**src/rtl/core/multi_channel_fifo_buffer_unit_macros.svh**
```systemverilog
// Assertion macros shared by the multi-channel FIFO buffer RTL.
// Depends on nothing; included by the files that carry concurrent assertions.
`ifndef MULTI_CHANNEL_FIFO_BUFFER_UNIT_MACROS_SVH
`define MULTI_CHANNEL_FIFO_BUFFER_UNIT_MACROS_SVH

// Same-cycle implication, disabled while reset is asserted.
`define MCFB_ASSERT_IMP(label, clk, rst_n, ante, cons, msg) \
    label: assert property (@(posedge clk) disable iff (!rst_n) (ante) |-> (cons)) \
        else $error(msg);

// Next-cycle implication, disabled while reset is asserted.
`define MCFB_ASSERT_NXT(label, clk, rst_n, ante, cons, msg) \
    label: assert property (@(posedge clk) disable iff (!rst_n) (ante) |=> (cons)) \
        else $error(msg);

`endif

```
**src/rtl/core/mcfb_pkg.sv**
```systemverilog
// Package for the multi-channel FIFO buffer: field widths, codes, defaults and types.
// Depends on nothing; the interfaces and every RTL module import it.
`default_nettype none

package mcfb_pkg;

    // Default sizes of the store.
    localparam int MAX_CHANNELS_DEF = 8;
    localparam int QUEUE_DEPTH_DEF  = 16;
    localparam int DATA_WIDTH_DEF   = 32;

    // Fixed payload field widths.
    localparam int OP_W      = 2;
    localparam int CH_W      = 3;
    localparam int WORD_W    = 32;
    localparam int STATUS_W  = 2;
    localparam int OCC_W     = 5;

    // Configuration port.
    localparam int CFG_IDX_W  = 2;
    localparam int CFG_DATA_W = 5;
    localparam int CFG_CH_W   = 4;
    localparam int CFG_LIM_W  = 5;

    typedef logic [CFG_IDX_W-1:0] cfg_idx_t;
    localparam cfg_idx_t CFG_IDX_CHANNELS = 2'd0;
    localparam cfg_idx_t CFG_IDX_LIMIT    = 2'd1;

    localparam logic [CFG_CH_W-1:0]  CHANNELS_RESET = 4'd8;
    localparam logic [CFG_LIM_W-1:0] LIMIT_RESET    = 5'd16;

    // Operation codes; the unused code behaves as a peek.
    typedef logic [OP_W-1:0] op_t;
    localparam op_t OP_PUSH = 2'd0;
    localparam op_t OP_POP  = 2'd1;
    localparam op_t OP_PEEK = 2'd2;

    typedef enum logic [STATUS_W-1:0] {
        ST_DONE  = 2'd0,
        ST_FULL  = 2'd1,
        ST_EMPTY = 2'd2,
        ST_RANGE = 2'd3
    } status_t;

    typedef enum logic [1:0] {
        S_IDLE,
        S_DESC,
        S_DATA
    } state_t;

    // Access strobes for one synchronous memory.
    typedef struct packed {
        logic rd_en;
        logic wr_en;
    } mem_ctl_t;

endpackage

`default_nettype wire

```
**src/rtl/core/mcfb_desc_store.sv**
```systemverilog
// Queue descriptor memory: head, tail and count of each channel, one word per channel.
// Depends on mcfb_pkg; entries read as zero until first written.
`default_nettype none

module mcfb_desc_store
    import mcfb_pkg::*;
#(
    parameter int DEPTH = MAX_CHANNELS_DEF,
    parameter int WIDTH = 13,
    parameter int AW    = 3
)
(
    input  wire logic             clk,
    input  wire logic             rst_n,
    input  wire mem_ctl_t         ctl,
    input  wire logic [AW-1:0]    addr,
    input  wire logic [WIDTH-1:0] wdata,
    output logic      [WIDTH-1:0] rdata
);

    logic [WIDTH-1:0] mem [DEPTH];
    logic [WIDTH-1:0] rdata_reg;
    logic [DEPTH-1:0] written_reg;
    logic             rvalid_reg;

    always_ff @(posedge clk)
    begin
        if (ctl.wr_en)
        begin
            mem[addr] <= wdata;
        end
        if (ctl.rd_en)
        begin
            rdata_reg <= mem[addr];
        end
    end

    // One written flag per descriptor stands in for the reset value of zero.
    always_ff @(posedge clk or negedge rst_n)
    begin
        if (!rst_n)
        begin
            written_reg <= '0;
            rvalid_reg  <= 1'b0;
        end
        else
        begin
            if (ctl.wr_en)
            begin
                written_reg[addr] <= 1'b1;
            end
            if (ctl.rd_en)
            begin
                rvalid_reg <= written_reg[addr];
            end
        end
    end

    assign rdata = rvalid_reg ? rdata_reg : '0;

endmodule

`default_nettype wire

```
**config.mk**
```make
export PLATFORM = sky130hd
export DESIGN_NAME = mcfb_desc_store
export DESIGN_NICKNAME = d
export VERILOG_FILES = /design/src/rtl/core/multi_channel_fifo_buffer_unit_macros.svh /design/src/rtl/core/mcfb_pkg.sv /design/src/rtl/core/mcfb_desc_store.sv
export SDC_FILE = /design/constraint.sdc
export NUM_CORES = 1
export LEC_CHECK = 0
export BUFFER_PORTS_ARGS = -buffer_cell sky130_fd_sc_hd__buf_2
export CAP_MARGIN = 30
export CORE_MARGIN = 2
export CORE_UTILIZATION = 60
export CTS_CLUSTER_SIZE = 30
export DETAILED_ROUTE_END_ITERATION = 8
export PLACE_DENSITY = 0.9
export SYNTH_ARGS = -nofsm -noshare
export SYNTH_HDL_FRONTEND = slang
export SYNTH_SLANG_ARGS = --single-unit
```
**constraint.sdc**
```tcl
create_clock -name clk -period 2.9 [get_ports clk]
set_input_delay 0.29 -clock clk [delete_from_list [all_inputs] [get_ports clk]]
set_output_delay 0.29 -clock clk [all_outputs]
set_load 0.1 [all_outputs]
```
* Yosys cells after proc, flatten, opt, wreduce, memory -nomap -nowiden
Memory sizes are Yosys's and may differ from the RTL's. A register that Yosys moved wholly into a read port is not among the register bits.
Cells that the tools add are included.
** Operators by class
- Bitwise gates (word level) :: 1
- Reductions and logical operators :: 1
- Muxes and demuxes :: 7
- Magnitude comparators :: 2
** Operator list (count)
- $mux W13 :: 1
- $or A8 B8 Y8 :: 1
- $lt A3 B4 Y1 const B :: 1
- $mux W1 :: 4
- $bmux W1 S3 :: 1
- $demux W1 S3 :: 1
- $ge A3 B1 Y1 const B :: 1
- $logic_and A1 B1 Y1 :: 1
** Word-level totals
- Bits in writable memories :: 104
- Output and inout bits :: 13
- Memories :: 1
- Register bits after elaboration :: 9
- Bits of input ports :: 20
** Memories
- mem :: words 8, width 13, rd ports 1, clocked after Yosys merged registers in 1, write ports 1, line mcfb_desc_store.sv:21 : logic [WIDTH-1:0] mem [DEPTH];

* Longest topological paths before layout
- Depth after elaboration :: 5
- Depth in mapped cells :: 6
- Depth with buffers taken out :: 4

* Worst setup path after synthesis
OpenSTA, ideal clock, no wires.
- Kind :: input -> register
- Start :: in addr[0]
- End :: mem mem[6][0], enable pin
- Library setup time :: 0.383 ns
- Path buffers :: 3
- Setup slack :: 1.213 ns
- Required time :: 2.517 ns
- Data arrival time :: 1.303 ns
- Stages :: 4
- Path through :: buf_6 -> buf_6 -> buf_2 -> nor2_1
** RTL lines
- from (decl) :: line mcfb_desc_store.sv:16 : input wire logic [AW-1:0] addr,
- to (decl) :: line mcfb_desc_store.sv:21
Straight into the memory's write port.

* Worst setup path in the final report
- Start :: reg rvalid_reg
- End :: out rdata[1]
** Between the ends
- Word-level cells in the longest chain between the ends :: 1
** Ends and longest elaborated chain
- from (decl) :: line mcfb_desc_store.sv:24 : logic rvalid_reg;
- from (signal assigned) :: line mcfb_desc_store.sv:54 : rvalid_reg <= written_reg[addr];
- $mux W13 :: line mcfb_desc_store.sv:59 : assign rdata = rvalid_reg ? rdata_reg : '0;
- to (decl) :: line mcfb_desc_store.sv:18 : output logic [WIDTH-1:0] rdata
Every way passes these cells.

==> impl_metrics.py <==
metrics = {
    "worst_setup_path": {
        "critPathLaunch": "rvalid_reg",
        "r2r-start": "mem[5][5]",
        "crit_path_top_delay_cell": "dfrtp_1",
        "cp.depth": 2,
        "r2r_setup_slack_ns": 1.61,
        "path_class": "reg2out",
        "regToRegEndpoint": "rdata_reg[5]",
        "critPathBufInv": 1,
        "path_delay_family": "flip-flops",
        "cp.arrival_ns": 1.79,
        "cp-start-kind": "register",
        "slowest_delay_ns": 0.62,
        "worstPathMaxFanout": 14,
        "worstPathCellList": "and2_1 -> buf_2",
        "required_ns": 2.61,
        "r2r_cells": 3,
        "critPathCapture": "rdata[1]",
        "cp-end-kind": "output port",
    },
    "cts": {
        "max-clock-path-buffers": 2,
        "clk-insertion-delay-late_ns": 0.51,
        "clkSinkCount": 126,
        "cts_tree": "built",
        "htreeDepth": 4,
        "hold_buffers": 1,
        "post_cts_resized": 0,
        "postCtsSetupBuffers": 0,
        "cts-root-buf": "clkbuf_8",
        "cts_buffers": 17,
        "cts.clk_slew.worst_paths_ns": 0.06,
    },
    "timing": {
        "timing.final.crit_share": 0.716,
        "holdWs_ns": 0.0551,
        "drv_slew": 0,
        "worstMarginPinSlew_ns": 0.894,
        "setup_tns_ns": 0,
        "finalCriticalPeriod_ns": 2.08,
        "relSlewSlack": 0.404,
        "final_hold_viol_count": 0,
        "max_freq_ghz": 0.482,
        "rsz0062_at_grt": "false",
        "setup_violations": 0,
        "layout_setup_ws_ns": 0.824,
        "finalClockSkew_ns": 0.00591,
    },
    "synthesis": {
        "synth.area.top_cells": "edfxtp_1, mux2_2, dfrtp_1, a22oi_1, and2_1",
        "synth_edf_count": 117,
        "yosysWarnings": 0,
        "netlist.area_leader.share": 0.705,
        "synth_top_area_cell": "edfxtp_1",
        "ys.flop_type": "edfxtp_1",
        "ys_seq_area_frac": 0.750,
        "async_flop_share": 0.0714,
        "postSynthAreaPerCell_um2": 17.1,
        "yosys_register_bits": 126,
        "synth_nets": 311,
        "syn-cell-area_um2": 4990,
        "synth_cell_types": 28,
        "synth_cells": 291,
    },
    "detailed_routing": {
        "drt-pass1-iter-count": 5,
        "vias_per_cell": 6.10,
        "drc": 0,
        "wl_per_cell_um": 21.9,
        "dr.first_iter.drc_count": 191,
        "routed_wirelength_um": 9870,
        "vias": 2743,
        "postRouteAntennaNets": 0,
    },
    "finish": {
        "drive_above_1_share": 0.301,
        "antenna_cells": 0,
        "largest_reg_flops": 104,
        "regArea_um2": 3740,
        "layout_common_cells": "edfxtp_1, buf_2, mux2_2",
        "fin_nets": 354,
        "multi_input_area_um2": 1120,
        "finalInstanceArea_um2": 5800,
        "final_common_cell": "edfxtp_1",
        "fillCellCount": 474,
        "syn_to_final_growth_pct": 16.3,
        "final_cell_count_no_fill": 450,
        "final_core_util": 0.713,
    },
    "floorplanning": {
        "die-width_um": 95.2,
        "num_rows": 33,
        "initial_core_util": 0.613,
        "core_area_um2": 8130,
        "pin_count": 33,
        "die_y_um": 95.2,
        "dieArea_um2": 9060,
    },
    "power_and_ir_drop": {
        "cellPowerDensity_nw_per_um2": 781,
        "p_leak_nw": 2.03,
        "ir_drop_uv": 515,
        "finalPower_mw": 4.53,
    },
    "place": {
        "dp.final_hpwl_um": 5870,
        "place_inst": 419,
        "io_buffers": 32,
        "dpl_worst_slack_ns": 0.719,
        "gp_congestion": 0.770,
        "placed_cell_area_um2": 5220,
    },
    "grt": {
        "grt_max_degree": 30,
        "grt_pass1_wl_um": 14800,
        "track_usage": 0.237,
        "antenna_found_initial": 0,
        "grt_pass1_vias": 2780,
        "overflow": 0,
    },
    "status": {
        "status": "finished, final reports clean",
    },
    "worst_hold_path": {
        "hold-path-cell-count": 1,
        "min_path_type": "in2reg",
    },
    "job": {
        "drv_cap": 0,
    },
}
==> worst register-to-register path, cell delays in order (launching register included) <==
cell and delay (ns):
edfxtp_1 0.37, mux2_2 0.28, a22oi_1 0.16, o221ai_1 0.18
==> worst min path at each step <==
stage | from | to | slack, ns
after detailed placement | rst_n | written_reg[2] | 0.16
final | wdata[8] | mem[7][8] | 0.06
after floorplan | rst_n | rvalid_reg | -0.006
after global placement | rst_n | written_reg[3] | 0.14
after CTS | wdata[1] | mem[4][1] | 0.04
after global routing | wdata[12] | mem[4][12] | 0.04
==> cell usage after synthesis (2+ instances only) <==
library cell / count
a21oi_1: 8
a22oi_1: 18
and2_1: 17
and3_1: 4
buf_2: 8
buf_6: 6
clkbuf_1: 4
dfrtp_1: 9
edfxtp_1: 117
mux2_1: 2
mux2_2: 26
mux2_4: 4
mux2i_1: 9
nand2_1: 15
nor2_1: 10
nor2b_1: 5
o221ai_1: 12
or2_1: 4
or2_2: 4
==> per-layer routing <==
layer  up-vias  track usage  wire length (um)
met5         -            0                 0
met4         0       0.0845               170
met3        18       0.0877               594
met2       117        0.390              5160
met1      1393        0.289              3940
li1       1215            -                 -
==> final cells by class <==
class / instances / share of cell area
Clock inverter: 13 / 0.0259
Tap cell: 105 / 0.0227
Sequential cell: 126 / 0.645
Timing Repair Buffer: 42 / 0.0410
Multi-Input combinational cell: 147 / 0.194
Clock buffer: 17 / 0.0714
==> power by group <==
| part | internal, mW | total (mW) | switching [mW] | leakage, nW |
|---|---|---|---|---|
| registers | 2.07 | 2.10 | 0.0302 | 1.16 |
| logic | 0.107 | 0.418 | 0.310 | 0.609 |
| clock network | 1.28 | 2.01 | 0.726 | 0.264 |
==> logic make-up (layout without fill, tap and decap cells) <==
family,after synthesis,after routing,synth area share
AOI/OAI and AO/OA,43,43,0.0657
buffers and inverters,18,72,0.0246
DFF,126,126,0.750
muxes,41,41,0.0934
and+or+nand+nor,63,63,0.0665
(Power assumes the default switching activity.)
